[config.mk]
export PLATFORM = sky130hd
export DESIGN_NAME = ubx_frame_parser_core_flat
export DESIGN_NICKNAME = d
export VERILOG_FILES = /design/src/design/ubxfp_pkg.sv /design/src/design/ubxfp_in_if.sv /design/src/design/ubxfp_out_if.sv /design/src/design/ubxfp_apb_regs.sv /design/src/design/ubx_frame_parser_core.sv /design/src/flat_wrapper.sv
export SDC_FILE = /design/constraint.sdc
export NUM_CORES = 1
export LEC_CHECK = 0
export BUFFER_PORTS_ARGS = -buffer_cell sky130_fd_sc_hd__buf_2
export CORE_UTILIZATION = 58
export DETAILED_ROUTE_END_ITERATION = 8
export PLACE_DENSITY = 0.81
export SETUP_SLACK_MARGIN = 0.1
export SYNTH_ARGS = -nofsm -noshare
export SYNTH_HDL_FRONTEND = slang
export SYNTH_HIERARCHICAL = 1
export SYNTH_SLANG_ARGS = --single-unit
[constraint.sdc]
create_clock -name clk -period 4.35 [get_ports clk]
set_clock_uncertainty 0.1 [all_clocks]
set_input_delay 0.6525 -clock clk [delete_from_list [all_inputs] [get_ports clk]]
set_output_delay 0.6525 -clock clk [all_outputs]
set_load 0.05 [all_outputs]
[src/design/ubxfp_pkg.sv]
// Shared types and constants of the UBX frame parser.
package ubxfp_pkg;

	localparam logic [7:0] SYNC_FIRST  = 8'hB5;
	localparam logic [7:0] SYNC_SECOND = 8'h62;

	localparam int unsigned ADDR_W = 4;

	localparam logic [1:0] REG_CLASS  = 2'd0;
	localparam logic [1:0] REG_ID     = 2'd1;
	localparam logic [1:0] REG_LENGTH = 2'd2;

	localparam logic [7:0]  RST_CLASS  = 8'd1;
	localparam logic [7:0]  RST_ID     = 8'd7;
	localparam logic [15:0] RST_LENGTH = 16'd92;

	typedef enum logic [8:0] {
		PH_IDLE    = 9'b000000001,
		PH_SYNC1   = 9'b000000010,
		PH_SYNC2   = 9'b000000100,
		PH_CLASS   = 9'b000001000,
		PH_ID      = 9'b000010000,
		PH_LENLO   = 9'b000100000,
		PH_PAYLOAD = 9'b001000000,
		PH_CKA     = 9'b010000000,
		PH_CKB     = 9'b100000000
	} phase_t;

	typedef struct packed {
		logic [7:0]  message_class;
		logic [7:0]  message_id;
		logic [15:0] payload_length;
	} cfg_t;

endpackage

[src/design/ubxfp_in_if.sv]
// Byte channel into the UBX frame parser.
interface ubxfp_in_if;
	logic       valid;
	logic       ready;
	logic [7:0] rx_byte;

	modport source (output valid, output rx_byte, input ready);
	modport sink (input valid, input rx_byte, output ready);
endinterface

[src/design/ubxfp_out_if.sv]
// Result channel out of the UBX frame parser.
interface ubxfp_out_if;
	logic        valid;
	logic        ready;
	logic        payload_valid;
	logic [15:0] payload_index;
	logic [7:0]  payload_byte;
	logic        frame_done;
	logic        frame_good;

	modport source (
		output valid, output payload_valid, output payload_index, output payload_byte,
		output frame_done, output frame_good, input ready
	);
	modport sink (
		input valid, input payload_valid, input payload_index, input payload_byte,
		input frame_done, input frame_good, output ready
	);
endinterface

[src/design/ubxfp_apb_regs.sv]
// APB configuration registers of the UBX frame parser.
module ubxfp_apb_regs (
	input  logic                         clk,
	input  logic                         arst_n,
	input  logic                         psel,
	input  logic                         penable,
	input  logic                         pwrite,
	input  logic [ubxfp_pkg::ADDR_W-1:0] paddr,
	input  logic [31:0]                  pwdata,
	output logic [31:0]                  prdata,
	output logic                         pready,
	output ubxfp_pkg::cfg_t              cfg
);

	ubxfp_pkg::cfg_t cfg_q;
	logic            wr_en;
	logic [1:0]      reg_idx;

	assign pready  = 1'b1;
	assign wr_en   = psel && penable && pwrite;
	assign reg_idx = paddr[3:2];
	assign cfg     = cfg_q;

	always_ff @(posedge clk or negedge arst_n) begin
		if (!arst_n) begin
			cfg_q.message_class  <= ubxfp_pkg::RST_CLASS;
			cfg_q.message_id     <= ubxfp_pkg::RST_ID;
			cfg_q.payload_length <= ubxfp_pkg::RST_LENGTH;
		end else if (wr_en) begin
			case (reg_idx)
				ubxfp_pkg::REG_CLASS:  cfg_q.message_class  <= pwdata[7:0];
				ubxfp_pkg::REG_ID:     cfg_q.message_id     <= pwdata[7:0];
				ubxfp_pkg::REG_LENGTH: cfg_q.payload_length <= pwdata[15:0];
				default: ;
			endcase
		end
	end

	always_comb begin
		case (reg_idx)
			ubxfp_pkg::REG_CLASS:  prdata = {24'd0, cfg_q.message_class};
			ubxfp_pkg::REG_ID:     prdata = {24'd0, cfg_q.message_id};
			ubxfp_pkg::REG_LENGTH: prdata = {16'd0, cfg_q.payload_length};
			default:               prdata = 32'd0;
		endcase
	end

endmodule

[src/design/ubx_frame_parser_core.sv]
// Top level of the UBX frame parser: input stage, frame state machine and result register.
// The parser takes one received byte per clock while results are not held up, and returns exactly
// one result item per byte, which passes through the input stage and the result register. The
// frame state, the byte count and the 8-bit Fletcher sums update together from the registered
// byte, so while the result side is free a new byte can be accepted on every clock; the result
// register takes the next item at the same edge at which a waiting result leaves, and input ready
// falls only when both the input stage and the result register hold items that cannot move on.
// The user must write the configuration registers over APB only while idle; the block does not enforce it.
module ubx_frame_parser_core (
	input  logic                         clk,
	input  logic                         arst_n,
	ubxfp_in_if.sink                     rx,
	ubxfp_out_if.source                  res,
	input  logic                         psel,
	input  logic                         penable,
	input  logic                         pwrite,
	input  logic [ubxfp_pkg::ADDR_W-1:0] paddr,
	input  logic [31:0]                  pwdata,
	output logic [31:0]                  prdata,
	output logic                         pready
);

	ubxfp_pkg::cfg_t cfg;

	ubxfp_apb_regs u_regs (
		.clk     (clk),
		.arst_n  (arst_n),
		.psel    (psel),
		.penable (penable),
		.pwrite  (pwrite),
		.paddr   (paddr),
		.pwdata  (pwdata),
		.prdata  (prdata),
		.pready  (pready),
		.cfg     (cfg)
	);

	logic       vld_s1;
	logic [7:0] byte_s1;
	logic       advance;

	logic        vld_s2;
	logic        pvalid_s2;
	logic [15:0] pindex_s2;
	logic [7:0]  pbyte_s2;
	logic        done_s2;
	logic        good_s2;

	ubxfp_pkg::phase_t phase_q, phase_d;
	logic [7:0]        len_lo_q, len_lo_d;
	logic [15:0]       pos_q, pos_d;
	logic [7:0]        ck_a_q, ck_a_d;
	logic [7:0]        sum_a_q, sum_a_d;
	logic [7:0]        sum_b_q, sum_b_d;

	logic [7:0]  add_a;
	logic [7:0]  add_b;
	logic [16:0] pos_next;
	logic [15:0] declared;

	logic        pvalid_d;
	logic [15:0] pindex_d;
	logic [7:0]  pbyte_d;
	logic        done_d;
	logic        good_d;

	assign advance  = vld_s1 && (!vld_s2 || res.ready);
	assign rx.ready = !vld_s1 || advance;

	always_ff @(posedge clk or negedge arst_n) begin
		if (!arst_n) begin
			vld_s1 <= 1'b0;
		end else if (rx.ready) begin
			vld_s1 <= rx.valid;
		end
	end

	always_ff @(posedge clk) begin
		if (rx.ready && rx.valid) begin
			byte_s1 <= rx.rx_byte;
		end
	end

	assign add_a    = sum_a_q + byte_s1;
	assign add_b    = sum_b_q + add_a;
	assign pos_next = {1'b0, pos_q} + 17'd1;
	assign declared = {byte_s1, len_lo_q};

	always_comb begin
		phase_d  = phase_q;
		len_lo_d = len_lo_q;
		pos_d    = pos_q;
		ck_a_d   = ck_a_q;
		sum_a_d  = sum_a_q;
		sum_b_d  = sum_b_q;
		pvalid_d = 1'b0;
		pindex_d = 16'd0;
		pbyte_d  = 8'd0;
		done_d   = 1'b0;
		good_d   = 1'b0;
		case (phase_q)
			ubxfp_pkg::PH_SYNC1: begin
				if (byte_s1 == ubxfp_pkg::SYNC_SECOND) begin
					phase_d = ubxfp_pkg::PH_SYNC2;
					sum_a_d = 8'd0;
					sum_b_d = 8'd0;
				end else if (byte_s1 != ubxfp_pkg::SYNC_FIRST) begin
					phase_d = ubxfp_pkg::PH_IDLE;
				end
			end
			ubxfp_pkg::PH_SYNC2: begin
				if (byte_s1 == cfg.message_class) begin
					sum_a_d = add_a;
					sum_b_d = add_b;
					phase_d = ubxfp_pkg::PH_CLASS;
				end else begin
					phase_d = ubxfp_pkg::PH_IDLE;
				end
			end
			ubxfp_pkg::PH_CLASS: begin
				if (byte_s1 == cfg.message_id) begin
					sum_a_d = add_a;
					sum_b_d = add_b;
					phase_d = ubxfp_pkg::PH_ID;
				end else begin
					phase_d = ubxfp_pkg::PH_IDLE;
				end
			end
			ubxfp_pkg::PH_ID: begin
				len_lo_d = byte_s1;
				sum_a_d  = add_a;
				sum_b_d  = add_b;
				phase_d  = ubxfp_pkg::PH_LENLO;
			end
			ubxfp_pkg::PH_LENLO: begin
				sum_a_d = add_a;
				sum_b_d = add_b;
				if (declared != cfg.payload_length) begin
					phase_d = ubxfp_pkg::PH_IDLE;
				end else begin
					pos_d   = 16'd0;
					phase_d = (declared == 16'd0) ? ubxfp_pkg::PH_CKA : ubxfp_pkg::PH_PAYLOAD;
				end
			end
			ubxfp_pkg::PH_PAYLOAD: begin
				pvalid_d = 1'b1;
				pindex_d = pos_q;
				pbyte_d  = byte_s1;
				sum_a_d  = add_a;
				sum_b_d  = add_b;
				pos_d    = pos_next[15:0];
				if (pos_next >= {1'b0, cfg.payload_length}) begin
					phase_d = ubxfp_pkg::PH_CKA;
				end
			end
			ubxfp_pkg::PH_CKA: begin
				ck_a_d  = byte_s1;
				phase_d = ubxfp_pkg::PH_CKB;
			end
			ubxfp_pkg::PH_CKB: begin
				done_d  = 1'b1;
				good_d  = (ck_a_q == sum_a_q) && (byte_s1 == sum_b_q);
				phase_d = ubxfp_pkg::PH_IDLE;
			end
			default: begin
				phase_d = (byte_s1 == ubxfp_pkg::SYNC_FIRST) ? ubxfp_pkg::PH_SYNC1
					: ubxfp_pkg::PH_IDLE;
			end
		endcase
	end

	always_ff @(posedge clk or negedge arst_n) begin
		if (!arst_n) begin
			phase_q  <= ubxfp_pkg::PH_IDLE;
			len_lo_q <= 8'd0;
			pos_q    <= 16'd0;
			ck_a_q   <= 8'd0;
			sum_a_q  <= 8'd0;
			sum_b_q  <= 8'd0;
		end else if (advance) begin
			phase_q  <= phase_d;
			len_lo_q <= len_lo_d;
			pos_q    <= pos_d;
			ck_a_q   <= ck_a_d;
			sum_a_q  <= sum_a_d;
			sum_b_q  <= sum_b_d;
		end
	end

	always_ff @(posedge clk or negedge arst_n) begin
		if (!arst_n) begin
			vld_s2 <= 1'b0;
		end else if (advance) begin
			vld_s2 <= 1'b1;
		end else if (res.ready) begin
			vld_s2 <= 1'b0;
		end
	end

	always_ff @(posedge clk) begin
		if (advance) begin
			pvalid_s2 <= pvalid_d;
			pindex_s2 <= pindex_d;
			pbyte_s2  <= pbyte_d;
			done_s2   <= done_d;
			good_s2   <= good_d;
		end
	end

	assign res.valid         = vld_s2;
	assign res.payload_valid = pvalid_s2;
	assign res.payload_index = pindex_s2;
	assign res.payload_byte  = pbyte_s2;
	assign res.frame_done    = done_s2;
	assign res.frame_good    = good_s2;

endmodule

[src/flat_wrapper.sv]
// flat-port wrapper written by rule: the top's interface ports become plain ports
module ubx_frame_parser_core_flat 
  (clk, arst_n, psel, penable, pwrite, paddr, pwdata, prdata, pready, rx_valid, rx_rx_byte, rx_ready, res_valid, res_payload_valid, res_payload_index, res_payload_byte, res_frame_done, res_frame_good, res_ready);
  ubxfp_in_if rx_i ();
  ubxfp_out_if res_i ();
  input  logic clk;
  input  logic arst_n;
  input  logic psel;
  input  logic penable;
  input  logic pwrite;
  input  logic [ubxfp_pkg::ADDR_W-1:0] paddr;
  input  logic [31:0] pwdata;
  output logic [31:0] prdata;
  output logic pready;
  input wire logic [$bits(rx_i.valid)-1:0] rx_valid;
  input wire logic [$bits(rx_i.rx_byte)-1:0] rx_rx_byte;
  output wire logic [$bits(rx_i.ready)-1:0] rx_ready;
  output wire logic [$bits(res_i.valid)-1:0] res_valid;
  output wire logic [$bits(res_i.payload_valid)-1:0] res_payload_valid;
  output wire logic [$bits(res_i.payload_index)-1:0] res_payload_index;
  output wire logic [$bits(res_i.payload_byte)-1:0] res_payload_byte;
  output wire logic [$bits(res_i.frame_done)-1:0] res_frame_done;
  output wire logic [$bits(res_i.frame_good)-1:0] res_frame_good;
  input wire logic [$bits(res_i.ready)-1:0] res_ready;
  assign rx_i.valid = rx_valid;
  assign rx_i.rx_byte = rx_rx_byte;
  assign rx_ready = rx_i.ready;
  assign res_valid = res_i.valid;
  assign res_payload_valid = res_i.payload_valid;
  assign res_payload_index = res_i.payload_index;
  assign res_payload_byte = res_i.payload_byte;
  assign res_frame_done = res_i.frame_done;
  assign res_frame_good = res_i.frame_good;
  assign res_i.ready = res_ready;
  ubx_frame_parser_core u_core (.clk(clk), .arst_n(arst_n), .rx(rx_i), .res(res_i), .psel(psel), .penable(penable), .pwrite(pwrite), .paddr(paddr), .pwdata(pwdata), .prdata(prdata), .pready(pready));
endmodule
Word level (Yosys, flattened, before mapping)
Cells that the tools add are included.

Register bits after elaboration: 126. Output and inout port bits: 62. Bits of input ports: 51. Logic and storage cells: 91.

$lt $le $gt $ge: 1. Add/sub/neg operators: 3. Eq/ne operators: 24. Mux-type cells: 23. Reductions and logical operators: 23.

Operators with widths (count): $pmux W9 S8 (1); $pmux W8 S4 (2); $mux W8 (6); $pmux W16 S3 (1); $mux W9 (4); $eq A8 B8 Y1 (4); $pmux W16 S2 (1); $add A16 B1 Y17 const B (1); $ge A17 B16 Y1 (1); $add A8 B8 Y8 (2); $logic_not A16 Y1 (1); $mux W16 (1); $ne A16 B16 Y1 (1); $reduce_and A2 Y1 (5); $eq A9 B2 Y1 const B (1); $eq A9 B3 Y1 const B (1); $eq A9 B4 Y1 const B (1); $eq A9 B5 Y1 const B (1); $eq A9 B6 Y1 const B (1); $eq A9 B7 Y1 const B (1); $eq A9 B8 Y1 const B (1); $eq A9 B9 Y1 const B (1); $eq A8 B7 Y1 const B (1); $eq A8 B8 Y1 const B (1); 19 further kinds (33).

Logic depth before layout (Yosys ltp)
Gate-level depths: netlist of run 1.

Word-level depth: 5. Mapped depth: 16. Mapped depth without buffers: 16.

Cells and area by module
The synthesis of run 1 kept the hierarchy.

By module, submodules not included: ubx_frame_parser_core (area each 5635.4 µm², seq. area each 2528.7 µm², times used 1, cells each 516); ubxfp_apb_regs (area each 1591.5 µm², seq. area each 810.8 µm², times used 1, cells each 125).

Worst setup path before layout of run 1
Ideal clock, no wire load.

Kind: register to register. From: register u_core.pos_q[2]. To: register u_core.phase_q[3]. Buffers on the path: 1. Arrival time: 2.946 ns. Required time: 4.125 ns. Slack: 1.179 ns. Setup time: 0.125 ns. Stages on the path, launching flop included: 13. Clock period less this slack: 3.171 ns. Cell sequence: dfrtp_1 > and3_4 > and3_1 > clkbuf_1 > nand3_1 > nor3_1 > xnor2_1 > ha_1 > nor2b_1 > a2111oi_4 > a21o_1 > a31oi_4 > mux2_4.

Word-level cells in the longest chain between the ends: 4.

Ends and longest elaborated chain: start, declared (line ubx_frame_parser_core.sv:51) `logic [15:0] pos_q, pos_d;`; start signal, assigned (line ubx_frame_parser_core.sv:183) `pos_q <= pos_d;`; $add A16 B1 Y17 (line ubx_frame_parser_core.sv:86) `assign pos_next = {1'b0, pos_q} + 17'd1;`; $ge A17 B16 Y1 (line ubx_frame_parser_core.sv:152) `if (pos_next >= {1'b0, cfg.payload_length}) begin`; $ne A2 B1 Y1 (no line); $reduce_and A3 Y1 (no line); end signal, assigned (line ubx_frame_parser_core.sv:174) `phase_q <= ubxfp_pkg::PH_IDLE;`; end signal, assigned (line ubx_frame_parser_core.sv:181) `phase_q <= phase_d;`; end, declared (line ubx_frame_parser_core.sv:49) `ubxfp_pkg::phase_t phase_q, phase_d;`.

Every way passes these cells. A chain may end at the register's enable or synchronous reset.

Worst setup path after layout of run 1
From: register u_core.pos_q[0]. To: register u_core.phase_q[3].

Same word-level chain as after synthesis.

==> flow_summary.json, run 1 <==
{
  "io_buffers": 77,
  "worstSetupPathType": "reg -> reg",
  "p_leak_nw": 3.96,
  "startpoint_type": "register",
  "status": "complete, no violations",
  "placed_area_mm2": 0.00767,
  "crit_path_start": "u_core/pos_q[0]",
  "drtIter0Drc": 374,
  "antenna_found_initial": 0,
  "chipHeight_um": 114,
  "cts-root-buf": "clkbuf_16",
  "diodes": 0,
  "pre_cts_ws_ns": 0.888,
  "comb_power_share": 0.151,
  "avgSynthCellArea_um2": 11.3,
  "dr.pass1.iters": 5,
  "synth_top_area_frac": 0.284,
  "p_int_mw": 2.59,
  "synthToLayoutAreaGrowth_pct": 15.5,
  "die_x_um": 114,
  "ys_ff_latch": 126,
  "final_cells": 898,
  "finalWeightedCongestion": 0.920,
  "synth-edff-count": 35,
  "grt_pass1_vias": 5080,
  "cts_resized": 0,
  "max-clock-path-buffers": 2,
  "required_ns": 4.56,
  "synth_area_leaders": "dfrtp_1 28%, edfxtp_1 15%, mux2_2 7.3%, ha_1 5.4%, xor2_1 5.3%",
  "start_util": 0.599,
  "power_mw": 3.59,
  "grt_pass1_wl_um": 26500,
  "period_minus_slack_ns": 3.59,
  "async_flop_share": 0.722,
  "ff2ff_path_depth": 12,
  "clkPwrFrac": 0.449,
  "drt-total-wl_um": 16500,
  "h-tree-depth": 4,
  "core.rowCount": 40,
  "slew_headroom": 0.210,
  "slew_viol_final": 0,
  "die_area_mm2": 0.0129,
  "vias_per_cell": 5.74,
  "drive_gt1_frac": 0.267,
  "seqPwrFrac": 0.400,
  "syn_inst": 641,
  "fin_area_mm2": 0.00834,
  "pin_count": 113,
  "fill_cells": 867,
  "yosysSeqAreaShare": 0.462,
  "grt_use_total": 0.272,
  "cts_buffers": 17,
  "dp_hpwl_um": 11500,
  "gr-total-overflow": 0,
  "fin_tns_setup_ns": 0,
  "hold_viol_final": 0,
  "synth_cell_types": 65,
  "synth_area_leader_cell": "dfrtp_1",
  "timing.rr.start": "u_core/pos_q[0]",
  "core_area_mm2": 0.0121,
  "min_period_over_period": 0.825,
  "ant_nets": 0,
  "rsz0062_at_grt": "false",
  "vias": 5153,
  "clkSinkCount": 126,
  "power_density_mw_per_mm2": 430,
  "drv_cap": 0,
  "setup_viol": 0,
  "switchingPower_mw": 0.993,
  "rrSetupSlack_ns": 0.76,
  "arrival_ns": 3.80,
  "rr_endpoint": "u_core/phase_q[3]",
  "synth_area_mm2": 0.00723,
  "crit_fanout": 9,
  "crit_end": "u_core/phase_q[3]",
  "yosys_warnings": 6,
  "cts_hold_buf": 0,
  "clkLatencyLatePin_ns": 0.43,
  "routedWlPerCell_um": 18.4,
  "cts_tree": "done",
  "drc_errors": 0,
  "synthFlopType": "dfrtp_1",
  "finalWorstSetupSlack_ns": 0.761,
  "hold_class": "in -> async",
  "cts_setup_buffers": 0,
  "cp-end-kind": "register",
  "path_clk_slew_ns": 0.06,
  "p_sw_frac": 0.277,
  "grt_max_degree": 74,
  "nNetsFinal": 801,
  "dp.cells": 866,
  "fmax_ghz": 0.279,
  "ir_worst_vdd_mv": 0.336,
  "tightest_slew_ns": 1.18
}
==> sequential cells by signal (all words and copies together), names as in the netlist <==
register / flops
u_core/u_regs/cfg: 32
u_core/pos_q: 16
u_core/res.payload_index: 16
u_core/phase_q: 9
u_core/byte_s1: 8
u_core/ck_a_q: 8
u_core/len_lo_q: 8
u_core/res.payload_byte: 8
u_core/sum_a_q: 8
u_core/sum_b_q: 8
u_core/res.frame_done: 1
u_core/res.frame_good: 1
u_core/res.payload_valid: 1
u_core/res.valid: 1
u_core/vld_s1: 1
==> through the flow <==
step / util / hold WS (ns)
floorplan: - / 0.257
global placement: 0.636 / 0.368
detailed placement: 0.636 / 0.388
CTS: 0.692 / 0.285
global route: 0.692 / 0.289
finish: 0.692 / 0.279
==> cells in the mapped netlist, types with 13 or more instances <==
| cell | count |
|---|---|
| nand2_1 | 33 |
| xor2_1 | 44 |
| edfxtp_1 | 35 |
| mux2_2 | 47 |
| buf_2 | 15 |
| and2_1 | 31 |
| buf_4 | 17 |
| inv_1 | 30 |
| a22o_1 | 19 |
| nor2_1 | 26 |
| dfrtp_1 | 82 |
| nand3_1 | 13 |
| xnor2_1 | 32 |
| o21ai_0 | 31 |
| ha_1 | 31 |
==> layout by cell type, fill, tap and decap left out, drive strengths merged, types with 18 or more instances in the layout <==
cell type,n
a22o,19
and2,31
buf,83
clkbuf,18
dfrtp,82
edfxtp,35
ha,31
inv,30
mux2,55
nand2,33
nor2,26
o21ai,32
xnor2,32
xor2,44
==> per-layer routing <==
layer  track usage  wire length [um]  vias to the layer above
met1         0.364              7210                     2587
met5             0                 0                        -
li1              -                 -                     2393
met2         0.448              8150                      155
met4        0.0886               216                        0
met3        0.0531               919                       18
==> power groups by stage <==
stage / Combinational [mW] / Sequential [mW] / Clock (mW)
6_report: 0.540 / 1.44 / 1.61
3_3_place_gp: 0.515 / 1.45 / 0
2_1_floorplan: 0.377 / 1.46 / 0
5_1_grt: 0.581 / 1.45 / 1.68
3_5_place_dp: 0.534 / 1.45 / 0
4_1_cts: 0.540 / 1.43 / 1.63
==> final cells by class <==
type                       count  area, um2  share of cell area
tap                          168        210              0.0252
multi-input combinational    459       3580               0.429
timing repair buffer          83        433              0.0519
inverter                      30        113              0.0135
sequential                   126       3340               0.400
clock inverter                14        241              0.0289
clock buffer                  18        429              0.0514
==> worst max-delay path, stage by stage, from the launching register on <==
cell and delay [ns]:
dfrtp_1 0.45, ha_1 0.35, nand3_4 0.14, nor3_4 0.36, nand3_1 0.14, xnor2_1 0.24, ha_1 0.31, a21oi_1 0.18
nor2b_1 0.10, a2111oi_4 0.41, a21o_1 0.20, a31oi_4 0.10, mux2_4 0.37
==> cells by family (layout without fill, tap and decap cells) <==
family / after synthesis / count (layout) / share of synthesized area
buffers and inverters: 71 / 145 / 0.0506
flip-flops: 126 / 126 / 0.462
multiplexers: 63 / 63 / 0.101
adder cells (fa/ha/maj): 33 / 33 / 0.0592
other: 2 / 17 / 0.00104
XOR/XNOR: 76 / 76 / 0.0921
AO/OA/AOI/OAI: 91 / 91 / 0.0899
AND/OR/NAND/NOR: 179 / 179 / 0.144
==> how the worst min path moves through the flow <==
stage	from	to	slack (ns)
floorplan	arst_n	u_core/ck_a_q[0]	0.26
global route	rx_rx_byte[1]	u_core/byte_s1[1]	0.29
detailed placement	u_core/vld_s1	u_core/res.valid	0.39
global placement	u_core/vld_s1	u_core/res.valid	0.37
finish	arst_n	u_core/vld_s1	0.28
CTS	rx_rx_byte[2]	u_core/byte_s1[2]	0.28
(Power assumes the default switching activity.)
==> inputs of run 2 (changes only) <==
clock period = 3.65 ns   (was 4.35 ns; I/O delays follow)
==> run 2 against run 1 <==
Compared with the run above: worst hold slack got worse by 0.20 ns; register-to-register slack got worse by 0.52 ns; die area did not move; utilization did not move; via count rose by 0.70%; sequential power rose by 18%; global-route usage fell by 0.44 points; first-iteration DRC count rose by 3.5%; wire length fell by 2.1%; final area did not move; power rose by 11%; largest cell class unchanged; largest power group is now registers.
==> flow_summary.json, run 2 (synthesis gave the netlist of run 1 again) <==
{
  "status": "complete, no violations",
  "critical_path.top_delay_family": "simple AND/OR/NAND/NOR gates",
  "crit_fanout": 8,
  "power_mw": 3.98,
  "period_minus_slack_ns": 3.41,
  "io_buffers": 77,
  "h-tree-depth": 4,
  "power_density_mw_per_mm2": 477,
  "cp-end-kind": "register",
  "die_area_mm2": 0.0129,
  "ant_nets": 0,
  "synthToLayoutAreaGrowth_pct": 15.5,
  "vias_per_cell": 5.71,
  "diodes": 0,
  "ir_worst_vdd_mv": 0.335,
  "final_cell_mix": "80 x dfrtp_1, 76 x buf_2, 47 x mux2_2",
  "gr-total-overflow": 0,
  "start_util": 0.599,
  "max-clock-path-buffers": 2,
  "slew_viol_final": 0,
  "dp.cells": 875,
  "grt_max_degree": 56,
  "fmax_ghz": 0.294,
  "drc_errors": 0,
  "pin_count": 113,
  "slew_headroom": 0.225,
  "slowest_stage": "dfrtp_1",
  "dr.pass1.iters": 5,
  "hold_viol_final": 0,
  "grt_pass1_vias": 5235,
  "finalWeightedCongestion": 0.912,
  "final_cells": 908,
  "dp_hpwl_um": 11700,
  "arrival_ns": 3.61,
  "min_period_over_period": 0.933,
  "p_leak_nw": 3.95,
  "drive_gt1_frac": 0.282,
  "startpoint_type": "register",
  "grt_pass1_wl_um": 26300,
  "cts_tree": "done",
  "fin_util": 0.692,
  "rsz0062_at_grt": "false",
  "path_clk_slew_ns": 0.06,
  "drv_cap": 0,
  "slowest_delay_ns": 0.43,
  "cts-root-buf": "clkbuf_16",
  "cts_hold_buf": 0,
  "core.rowCount": 40,
  "nNetsFinal": 811,
  "largest_register_ffs": 32,
  "worstSetupPathType": "reg -> reg",
  "cp_cell_sequence": "and3_4 > and3_1 > nand3_2 > nor3_1 > xnor2_1 > ha_1 > nor2b_1 > a2111oi_4 > a21o_1 > a31oi_4 > buf_12 > mux2_4",
  "setup_viol": 0,
  "cts_buffers": 17,
  "drtIter0Drc": 387,
  "hold_class": "in -> async",
  "fin_tns_setup_ns": 0,
  "routedWlPerCell_um": 17.8,
  "grt_use_total": 0.268,
  "required_ns": 3.85,
  "fin_area_mm2": 0.00834,
  "die_x_um": 114,
  "tightest_slew_ns": 1.15,
  "core_area_mm2": 0.0121,
  "vias": 5189,
  "critPathBufInv": 1,
  "clkLatencyLatePin_ns": 0.42,
  "antenna_found_initial": 0,
  "clkSinkCount": 126,
  "final_common_cell": "dfrtp_1",
  "placed_area_mm2": 0.00774,
  "chipHeight_um": 114,
  "drt-total-wl_um": 16100
}
==> run 2: cell count changes in the layout (fill, tap and decap cells not counted), sizes merged <==
cell      previous run  this run
buf                 83        93
bufinv               6         2
clkinvlp             1         5
clkbuf              18        17
inv                 30        31
==> run 2: area by class of cell <==
class	instances	area (um2)
clock inverters	15	148
inverters	30	113
fillers	864	3720
flip-flops and latches	126	3340
repair buffers	93	520
multi-input cells	459	3590
well taps	168	210
clock buffers	17	425
==> run 2: worst paths after layout <==
check / startpoint / slack, ns / cells after the start / endpoint
max in group asynchronous: arst_n / 2.56 / 2 / u_core/u_regs/cfg[4]
setup reg to reg: u_core/pos_q[3] / 0.24 / 12 / u_core/phase_q[6]
hold reg to reg: u_core/vld_s1 / 0.39 / 1 / u_core/res.valid
min in group clk: rx_rx_byte[0] / 0.20 / 1 / u_core/byte_s1[0]
setup / recovery: u_core/pos_q[3] / 0.24 / 12 / u_core/phase_q[6]
hold / removal: arst_n / 0.08 / 1 / u_core/vld_s1
==> run 2: worst register-to-register path, cell delays in order, from the launching register on <==
cell and delay, ns:
dfrtp_1 0.43, and3_4 0.23, and3_1 0.28, nand3_2 0.18, nor3_1 0.27, xnor2_1 0.19, ha_1 0.30, nor2b_1 0.16
a2111oi_4 0.40, a21o_1 0.21, a31oi_4 0.05, buf_12 0.19, mux2_4 0.30
==> run 2: per-stage QoR <==
step / hold WS, ns / setup WS, ns
floorplan: 0.152 / 0.479
global placement: 0.365 / 0.365
detailed placement: 0.392 / 0.253
CTS: 0.105 / 0.234
global route: 0.128 / 0.125
finish: 0.0787 / 0.244
==> run 2: repair_timing <==
action                                  in CTS  in global routing
setup buffers                                0                  1
endpoints found under the hold margin        0                  0
endpoints found under the setup margin       0                  8
gates resized for setup                      0                  4
==> run 2: layer usage <==
layer	vias to the layer above	routed length (um)	track usage
met5	-	0	0
met4	0	385	0.111
met3	33	999	0.0675
met2	202	7680	0.427
met1	2536	7080	0.350
li1	2418	-	-
==> run 2: where the power goes <==
part	switching [mW]	total, mW	internal [mW]
Combinational	0.419	0.658	0.239
Sequential	0.121	1.70	1.58
Clock	0.622	1.62	0.997
Total	1.16	3.98	2.82
